==> src/rtl/fscr_pkg.sv <==
`timescale 1ns / 1ps
`default_nettype none

package fscr_pkg;

  // framing bytes
  localparam logic [7:0] BYTE_STX = 8'h02;
  localparam logic [7:0] BYTE_EOT = 8'h04;

  // one-byte command codes
  localparam logic [7:0] CMD_HELLO     = 8'h48; // 'H'
  localparam logic [7:0] CMD_LIGHT_0   = 8'h30; // '0'
  localparam logic [7:0] CMD_LIGHT_1   = 8'h31;
  localparam logic [7:0] CMD_LIGHT_2   = 8'h32;
  localparam logic [7:0] CMD_LIGHT_3   = 8'h33;
  localparam logic [7:0] CMD_LIGHT_4   = 8'h34;
  localparam logic [7:0] CMD_LIGHT_5   = 8'h35;
  localparam logic [7:0] CMD_LIGHT_6   = 8'h36;
  localparam logic [7:0] CMD_LIGHT_7   = 8'h37;
  localparam logic [7:0] CMD_RAW_ALL_S = 8'h72; // 'r'
  localparam logic [7:0] CMD_RAW_ALL_C = 8'h52; // 'R'
  localparam logic [7:0] CMD_RAW_TAG_S = 8'h74; // 't'
  localparam logic [7:0] CMD_RAW_TAG_C = 8'h54; // 'T'

  // default body capacity of one frame
  localparam int BODY_DEPTH_DEF = 8;

  typedef enum logic [1:0] {
    MODE_OFF    = 2'd0,
    MODE_ON     = 2'd1,
    MODE_BLINK1 = 2'd2,
    MODE_BLINK2 = 2'd3
  } light_mode_t;

  // result word, lowest bit last in the list
  typedef struct packed {
    logic [4:0]  pad;
    logic        raw_tag_on;
    logic        raw_all_on;
    logic        light2_arm;
    logic        light1_arm;
    light_mode_t light2_mode;
    light_mode_t light1_mode;
    logic        cmd_done;
    logic        hello;
    logic        nak;
  } result_t;

  localparam int OUT_W = $bits(result_t);

endpackage

`default_nettype wire

==> src/rtl/framed_serial_command_receiver.sv <==
`timescale 1ns / 1ps
`default_nettype none

// Framed serial command receiver: takes one received byte per request on the in_ stream and
// returns one status word per byte on the out_ stream. 0x02 opens a frame, 0x04 closes it;
// a frame whose body is exactly one byte runs that byte as a command ('0'..'7' light modes
// with arm pulses, 'r'/'R' and 't'/'T' flags, 'H' hello). A body byte beyond BODY_DEPTH
// raises nak and drops the frame. Each byte passes an input register and then a result register,
// which presents its status word on out_; the out_ side can stall the result register. One byte
// is taken every cycle as long as the out_ side keeps up, and while a result waits the input
// register can still take one more byte.

module framed_serial_command_receiver
  import fscr_pkg::*;
#(
  parameter int BODY_DEPTH = BODY_DEPTH_DEF
) (
  input  wire logic             clk,
  input  wire logic             rst_n,
  input  wire logic             in_tvalid,
  output logic                  in_tready,
  input  wire logic [7:0]       in_tdata,   // [7:0] rx_byte
  output logic                  out_tvalid,
  input  wire logic             out_tready,
  // [0] nak, [1] hello, [2] cmd_done, [4:3] light1_mode, [6:5] light2_mode,
  // [7] light1_arm, [8] light2_arm, [9] raw_all_on, [10] raw_tag_on, [15:11] zero
  output logic [OUT_W-1:0]      out_tdata
);

  localparam int CNT_W = $clog2(BODY_DEPTH + 1);

  // pipeline registers
  logic        s1_valid_r;
  logic [7:0]  s1_byte_r;
  logic        out_valid_r;
  result_t     out_data_r;

  // receiver state
  logic              in_frame_r,  in_frame_nxt;
  logic [CNT_W-1:0]  body_cnt_r,  body_cnt_nxt;
  logic [7:0]        first_r,     first_nxt;
  light_mode_t       l1_mode_r,   l1_mode_nxt;
  light_mode_t       l2_mode_r,   l2_mode_nxt;
  logic              raw_all_r,   raw_all_nxt;
  logic              raw_tag_r,   raw_tag_nxt;
  result_t           res_nxt;

  logic out_free;
  logic s1_fire;
  logic run_cmd;

  assign out_free  = !out_valid_r || out_tready;
  assign s1_fire   = s1_valid_r && out_free;
  assign in_tready = !s1_valid_r || out_free;
  assign out_tvalid = out_valid_r;
  assign out_tdata  = out_data_r;

  // input register
  always_ff @(posedge clk) begin
    if (!rst_n) begin
      s1_valid_r <= 1'b0;
    end else if (in_tready) begin
      s1_valid_r <= in_tvalid;
    end
    if (in_tready && in_tvalid) begin
      s1_byte_r <= in_tdata;
    end
  end

  // framing, command decode and result
  always_comb begin
    in_frame_nxt = in_frame_r;
    body_cnt_nxt = body_cnt_r;
    first_nxt    = first_r;
    l1_mode_nxt  = l1_mode_r;
    l2_mode_nxt  = l2_mode_r;
    raw_all_nxt  = raw_all_r;
    raw_tag_nxt  = raw_tag_r;
    res_nxt      = '0;
    run_cmd      = 1'b0;

    priority if (s1_byte_r == BYTE_STX) begin
      in_frame_nxt = 1'b1;
      body_cnt_nxt = '0;
    end else if (s1_byte_r == BYTE_EOT) begin
      run_cmd      = in_frame_r && (body_cnt_r == CNT_W'(1));
      in_frame_nxt = 1'b0;
      body_cnt_nxt = '0;
    end else if (in_frame_r) begin
      if (body_cnt_r == CNT_W'(BODY_DEPTH)) begin
        // overflow drops the frame
        res_nxt.nak  = 1'b1;
        in_frame_nxt = 1'b0;
        body_cnt_nxt = '0;
      end else begin
        if (body_cnt_r == '0) begin
          first_nxt = s1_byte_r;
        end
        body_cnt_nxt = body_cnt_r + CNT_W'(1);
      end
    end else begin
      // bytes outside a frame are dropped
    end

    // one-byte commands
    if (run_cmd) begin
      res_nxt.cmd_done = 1'b1;
      unique case (first_r)
        CMD_HELLO:   res_nxt.hello = 1'b1;
        CMD_LIGHT_0: begin
          l1_mode_nxt = MODE_OFF;
          l2_mode_nxt = MODE_OFF;
        end
        CMD_LIGHT_1: begin
          l1_mode_nxt = MODE_ON;
          res_nxt.light1_arm = 1'b1;
        end
        CMD_LIGHT_2: begin
          l2_mode_nxt = MODE_ON;
          res_nxt.light2_arm = 1'b1;
        end
        CMD_LIGHT_3: begin
          l1_mode_nxt = MODE_BLINK1;
          res_nxt.light1_arm = 1'b1;
        end
        CMD_LIGHT_4: begin
          l2_mode_nxt = MODE_BLINK1;
          res_nxt.light2_arm = 1'b1;
        end
        CMD_LIGHT_5: begin
          l1_mode_nxt = MODE_BLINK2;
          res_nxt.light1_arm = 1'b1;
        end
        CMD_LIGHT_6: begin
          l2_mode_nxt = MODE_BLINK2;
          res_nxt.light2_arm = 1'b1;
        end
        CMD_LIGHT_7: begin
          l1_mode_nxt = MODE_BLINK1;
          l2_mode_nxt = MODE_BLINK2;
          res_nxt.light1_arm = 1'b1;
          res_nxt.light2_arm = 1'b1;
        end
        CMD_RAW_ALL_S: raw_all_nxt = 1'b1;
        CMD_RAW_ALL_C: raw_all_nxt = 1'b0;
        CMD_RAW_TAG_S: raw_tag_nxt = 1'b1;
        CMD_RAW_TAG_C: raw_tag_nxt = 1'b0;
        default:       res_nxt.cmd_done = 1'b0;
      endcase
    end

    res_nxt.light1_mode = l1_mode_nxt;
    res_nxt.light2_mode = l2_mode_nxt;
    res_nxt.raw_all_on  = raw_all_nxt;
    res_nxt.raw_tag_on  = raw_tag_nxt;
  end

  // receiver state, advanced once per byte
  always_ff @(posedge clk) begin
    if (!rst_n) begin
      in_frame_r <= 1'b0;
      body_cnt_r <= '0;
      l1_mode_r  <= MODE_OFF;
      l2_mode_r  <= MODE_OFF;
      raw_all_r  <= 1'b0;
      raw_tag_r  <= 1'b0;
    end else if (s1_fire) begin
      in_frame_r <= in_frame_nxt;
      body_cnt_r <= body_cnt_nxt;
      l1_mode_r  <= l1_mode_nxt;
      l2_mode_r  <= l2_mode_nxt;
      raw_all_r  <= raw_all_nxt;
      raw_tag_r  <= raw_tag_nxt;
    end
    if (s1_fire) begin
      first_r <= first_nxt;
    end
  end

  // result register
  always_ff @(posedge clk) begin
    if (!rst_n) begin
      out_valid_r <= 1'b0;
    end else if (out_free) begin
      out_valid_r <= s1_valid_r;
    end
    if (s1_fire) begin
      out_data_r <= res_nxt;
    end
  end

endmodule

`default_nettype wire

==> config.mk <==
export PLATFORM = sky130hd
export DESIGN_NAME = framed_serial_command_receiver
export DESIGN_NICKNAME = d
export VERILOG_FILES = /design/src/rtl/fscr_pkg.sv /design/src/rtl/framed_serial_command_receiver.sv
export SDC_FILE = /design/constraint.sdc
export NUM_CORES = 1
export LEC_CHECK = 0
export ABC_AREA = 1
export BUFFER_PORTS_ARGS = -buffer_cell sky130_fd_sc_hd__buf_2
export CORE_MARGIN = 2
export CORE_UTILIZATION = 52
export CTS_BUF_LIST = sky130_fd_sc_hd__clkbuf_4 sky130_fd_sc_hd__clkbuf_8
export CTS_CLUSTER_DIAMETER = 40
export CTS_CLUSTER_SIZE = 8
export DETAILED_ROUTE_END_ITERATION = 6
export GPL_TIMING_DRIVEN = 0
export PLACE_DENSITY = 0.74
export REMOVE_ABC_BUFFERS = 1
export SLEW_MARGIN = 20
export SYNTH_ARGS = -nofsm -noshare
export SYNTH_HDL_FRONTEND = slang
export SYNTH_SLANG_ARGS = --single-unit
==> constraint.sdc <==
create_clock -name clk -period 2.4 [get_ports clk]
set_input_delay 0.36 -clock clk [delete_from_list [all_inputs] [get_ports clk]]
set_output_delay 0.36 -clock clk [all_outputs]
set_load 0.005 [all_outputs]
==> run summary, run 1 <==
hold buffer count at CTS -> 0
wire per inst -> 9.945 um
Final Hold Vio Count -> 0
FFs w/ async S/R, synth -> 0%
Int Pwr -> 1113 uW
worst endpoint required time -> 2.32 ns
CP Cell Sequence -> nand2_1, nand2_1, inv_2, nand2_1, nor4_2
Sink Count -> 40
IO Count -> 30
initial antenna violation count -> 0
RSZ-0062 raised after global routing -> false
slowest stage delay, CP -> 0.70 ns
Psw -> 305.9 uW
clock network fraction of total power -> 37.7%
Critical Path Most Common Cell -> nand2_1
DP Wirelength -> 2.349 mm
H-tree Lvls -> 2
clock skew -> 0.009302 ns
fillers -> 336
Post-Synthesis Cells -> 231
initial drt markers -> 70
Worst-Skew Late Latency -> 0.30 ns
Crit Path Class -> register to register
Mean Syn Cell Area -> 8.655 um^2
switching share of power -> 21.56%
pins over their slew limit -> 0
Synth top area share -> 40.55%
Area Overhead vs Synth -> 13.52%
synthesized flop and latch total -> 40
area leader, netlist -> edfxtp_1
Die W -> 66.01 um
DRT Pass-1 Iters -> 4
Die ar. -> 0.004357 mm^2
CTS tree -> done
worst vdd ir -> 446.3 uV
Root Driver -> clkbuf_8
TritonCTS buffer count -> 5
cell family with most CP delay -> simple AND/OR/NAND/NOR gates
post-CTS resize count -> 0
FP Rows -> 22
CP max FO -> 25
Syn Std Cell Area -> 0.001999 mm^2
GPL Wtd Cong -> 0.8522
Setup violations, final -> 0
first-pass GRT wire length -> 5.230 mm
CORE AREA -> 0.003689 mm^2
Vias/cell -> 4.712
Post-synth top cells -> nand2_1, edfxtp_1, inv_1, nor2_1, nand3_1
Port Buffers -> 24
Die Y -> 66.01 um
Flop pwr share -> 55.2%
Worst Path Buf+Inv -> 1
Worst Tran Pin Value -> 0.8143 ns
final antenna-violating net count -> 0
max_slew headroom -> 45.26%
clk buf depth -> 2
post-route worst setup slack -> 0.2973 ns
largest net degree at the start of global routing -> 26
Synth Flop Type -> edfxtp_1
Crit. End Element -> register
Post-CTS Setup Repair Bufs -> 0
Initial Util -> 54.21%
Vias -> 1456
Worst-path clk slew -> 0.08 ns
diode count -> 0
cell with the most instances after synthesis -> nand2_1
Cell Pwr Density -> 625.2 mW/mm^2
Post-synth EDFFs -> 27
hold_ws -> 0.2379 ns
Warnings, synthesis -> 0
Comb pwr share -> 7.1%
MaxCap Viol Count -> 0
status -> complete, no violations
GR Util All Layers -> 16.33%
register area share after synthesis -> 53.57%
dpl ws -> 0.1221 ns
Period minus WS final -> 2.103 ns
Final nets -> 275
layout cells sized above 1 -> 24.14%
vias in the first global route -> 1297
CP Launch Type -> register
Critical-path top delay cell -> nor4_2
fmax -> 475.6 MHz
Crit path arrival time -> 2.02 ns
post-synth cell types -> 31
crit share post-route -> 87.61%
DR DRC count -> 0
final wirelength -> 3.073 mm
P_leak -> 0.001062 uW
overall power -> 1419 uW
GRT overflow -> 0
main area contributors after synthesis -> edfxtp_1, dfxtp_1, nand2_1
hold crit path type -> input port to register
## cells in the final DEF, fill, tap and decap left out, drive strengths merged
cell,synthesis,final
nand2,64,64
inv,38,38
nor2,34,34
edfxtp,27,27
buf,6,24
nand3,17,17
dfxtp,13,13
a21oi,6,6
o21ai,6,6
conb,1,5
clkbuf,0,5
nor3,4,4
ha,3,3
clkinv,2,3
xor2,2,2
nand4,2,2
nor4,2,2
o211ai,1,1
and3,1,1
a31oi,1,1
a41oi,1,1
bufinv,0,1
clkinvlp,0,1
## power groups by stage
| stage | clock network (uW) | logic, uW | registers (uW) |
|---|---|---|---|
| finish | 535 | 100 | 784 |
| global route | 578 | 116 | 788 |
| CTS | 546 | 101 | 784 |
| detailed placement | 0 | 101 | 799 |
| global placement | 0 | 96.9 | 799 |
| floorplan | 0 | 69.0 | 798 |
## registers in the layout (all words and copies together) (netlist names)
name / cells
body_cnt_r: 4
s1_valid_r: 1
l1_mode_r: 2
raw_tag_r: 1
out_tdata: 11
raw_all_r: 1
l2_mode_r: 2
out_tvalid: 1
first_r: 8
in_frame_r: 1
s1_byte_r: 8
## area by class of cell
| class | instances | area [um^2] | share of cell area (%) |
|---|---|---|---|
| tap | 48 | 60.06 | 2.646 |
| inverter | 40 | 155.1 | 6.836 |
| clock inverter | 3 | 42.54 | 1.874 |
| sequential | 40 | 1071 | 47.19 |
| clock buffer | 5 | 68.82 | 3.032 |
| timing repair buffer | 24 | 120.1 | 5.292 |
| multi-input combinational | 149 | 752.0 | 33.13 |
## per-layer routing
metal	vias to the layer above	track usage [%]	share of wire (%)
met4	0	10.46	2.9
met3	10	4.600	4.5
met2	31	27.78	49
met1	632	17.76	44
met5	-	0	0
li1	783	-	-
## through the flow
stage          instances  utilization, %  area (um^2)  TNS (ns)
2_1_floorplan        229               -         1972         0
3_3_place_gp         301           58.34         2152    -2.014
3_5_place_dp         301           58.51         2158         0
4_1_cts              309           61.53         2270         0
5_1_grt              309           61.53         2270         0
6_report             309           61.53         2270         0
## cell families after synthesis
| kind of cell | share of synthesized area [%] |
|---|---|
| buffers and inverters | 9.887 |
| AOI/OAI and AO/OA | 4.318 |
| other | 0.1876 |
| adders and majority gates | 1.878 |
| and+or+nand+nor | 29.29 |
| DFF | 53.57 |
| xor gates and xnor gates | 0.8763 |
## worst paths after layout
path / end / slack, ns / cells past startpoint / startpoint
worst max register to register: first_r[7] / 0.30 / 5 / out_tvalid
worst min register to register: first_r[0] / 0.45 / 0 / s1_byte_r[0]
worst max-delay path: first_r[7] / 0.30 / 5 / out_tvalid
worst min-delay path: s1_byte_r[2] / 0.24 / 1 / in_tdata[2]
Note: power is estimated with default switching activity, not from simulation.
==> run 2, diff against run 1 <==
Settings changed: CORE_UTILIZATION 52 to 58, PLACE_DENSITY 0.74 to 0.81, TNS_END_PERCENT from default to 10.
==> run 2 against run 1 <==
Against the previous run:
- wire length up 2.1%
- setup slack better by 0.019 ns
- critical path type unchanged
- power grew 8.5%
- utilization is 7.4 points higher
- register-to-register slack better by 0.02 ns
- die area is 9.7% lower
- sequential share of layout area shrank 0.28 points
- count of clock-buffer cells in the layout is the same
- largest cell class unchanged
- hold slack worse by 0.057 ns
- highest routed layer unchanged
- critical path depth stayed put
- flip-flop and latch count unchanged
- cell area rose by 0.61%
- critical endpoint unchanged
==> run summary, run 2 (synthesized netlist as in run 1, its figures left out) <==
clock skew -> 0.008590 ns
CORE AREA -> 0.003311 mm^2
R2R cell count -> 5
Largest register FFs -> 11
Area Overhead vs Synth -> 14.21%
Setup violations, final -> 0
fillers -> 272
status -> complete, no violations
Root Driver -> clkbuf_4
CTS tree -> done
Vias -> 1497
placed cell areas -> 0.002156 mm^2
hold depth -> 1
Int Pwr -> 1235 uW
wire per inst -> 10.21 um
Port Buffers -> 24
final antenna-violating net count -> 0
Initial Util -> 60.39%
post-CTS resize count -> 0
Crit. End Element -> register
crit path from -> out_tvalid
worst endpoint required time -> 2.39 ns
Worst-path clk slew -> 0.11 ns
CP max FO -> 25
most frequent cells in the layout -> nand2_1, nor2_1, inv_1, edfxtp_1, buf_2
pins over their slew limit -> 0
commonest non-fill, non-tap cell in the layout -> nand2_1
H-tree Lvls -> 2
Sink Count -> 40
fmax -> 479.8 MHz
largest net degree at the start of global routing -> 26
Die Y -> 62.72 um
DP Wirelength -> 2.449 mm
P_leak -> 0.001073 uW
DR DRC count -> 0
Die ar. -> 0.003933 mm^2
Final nets -> 275
Crit Path Class -> register to register
reg-to-reg startpoint -> out_tvalid
GR Util All Layers -> 17.96%
switching share of power -> 19.81%
hold crit path type -> input port to register
clock network fraction of total power -> 42.5%
Comb pwr share -> 6.6%
Period minus WS final -> 2.084 ns
TritonCTS buffer count -> 5
initial drt markers -> 64
first-pass GRT wire length -> 5.506 mm
crit share post-route -> 86.83%
Flop pwr share -> 51.0%
initial antenna violation count -> 0
hold buffer count at CTS -> 0
Psw -> 304.9 uW
post-route cell area -> 0.002283 mm^2
Final Hold Vio Count -> 0
worst vdd ir -> 376.9 uV
GPL Wtd Cong -> 0.8703
hold_ws -> 0.1807 ns
FP Rows -> 21
max_slew headroom -> 45.85%
Worst-Skew Late Latency -> 0.35 ns
Vias/cell -> 4.876
post-route worst setup slack -> 0.3160 ns
GRT overflow -> 0
CP Launch Type -> register
diode count -> 0
post-layout util -> 68.97%
setup tns final -> 0 ns
RSZ-0062 raised after global routing -> false
Hold Crit Start -> in_tdata[4]
IO Count -> 30
final wirelength -> 3.136 mm
Crit path arrival time -> 2.07 ns
Worst Tran Pin Value -> 0.8055 ns
DRT Pass-1 Iters -> 4
Cell Pwr Density -> 674.2 mW/mm^2
MaxCap Viol Count -> 0
clk buf depth -> 2
Die W -> 62.72 um
Post-CTS Setup Repair Bufs -> 0
layout cells sized above 1 -> 24.14%
dpl ws -> 0.1497 ns
vias in the first global route -> 1397
## run 2: changes by cell type in the layout (fill, tap and decap cells not counted), sizes merged
cell	before	now
clkinv	3	2
clkinvlp	1	0
bufinv	1	3
## run 2: critical path, stage by stage (launching register included)
cell and delay (ns):
dfxtp_1 0.34, nand2_1 0.08, nand2_1 0.11, inv_2 0.36, nand2_1 0.15, nor4_2 0.70
## run 2: layer usage
metal,vias to the layer above,share of wire (%),GRT usage (%)
li1,789,-,-
met5,-,0,0
met2,28,53,33.74
met3,7,4.1,5.586
met1,673,41,18.43
met4,0,2.4,6.944
## run 2: area by class of cell
cell class	count	area, um^2	share of cell area (%)
multi-input combinational	149	752.0	32.93
timing repair buffer	24	120.1	5.260
inverter	40	155.1	6.795
sequential	40	1071	46.90
clock inverter	3	90.09	3.945
clock buffer	5	37.54	1.644
tap	46	57.56	2.521
## run 2: final timing paths
| check | slack [ns] | endpoint |
|---|---|---|
| hold reg to reg | 0.46 | first_r[3] |
| setup / recovery | 0.32 | first_r[7] |
| setup reg to reg | 0.32 | first_r[7] |
| hold / removal | 0.18 | s1_byte_r[4] |
## run 2: stage by stage
| step | instances | power, uW |
|---|---|---|
| 2_1_floorplan | 229 | 867.3 |
| 3_3_place_gp | 299 | 895.7 |
| 3_5_place_dp | 299 | 901.9 |
| 4_1_cts | 307 | 1544 |
| 5_1_grt | 307 | 1592 |
| 6_report | 307 | 1540 |
## run 2: power by group through the flow
stage	logic [uW]	registers, uW	clock network, uW
after floorplan	69.0	798	0
final	101	785	654
after global routing	116	789	687
after CTS	102	785	657
after detailed placement	101	801	0
after global placement	96.6	799	0
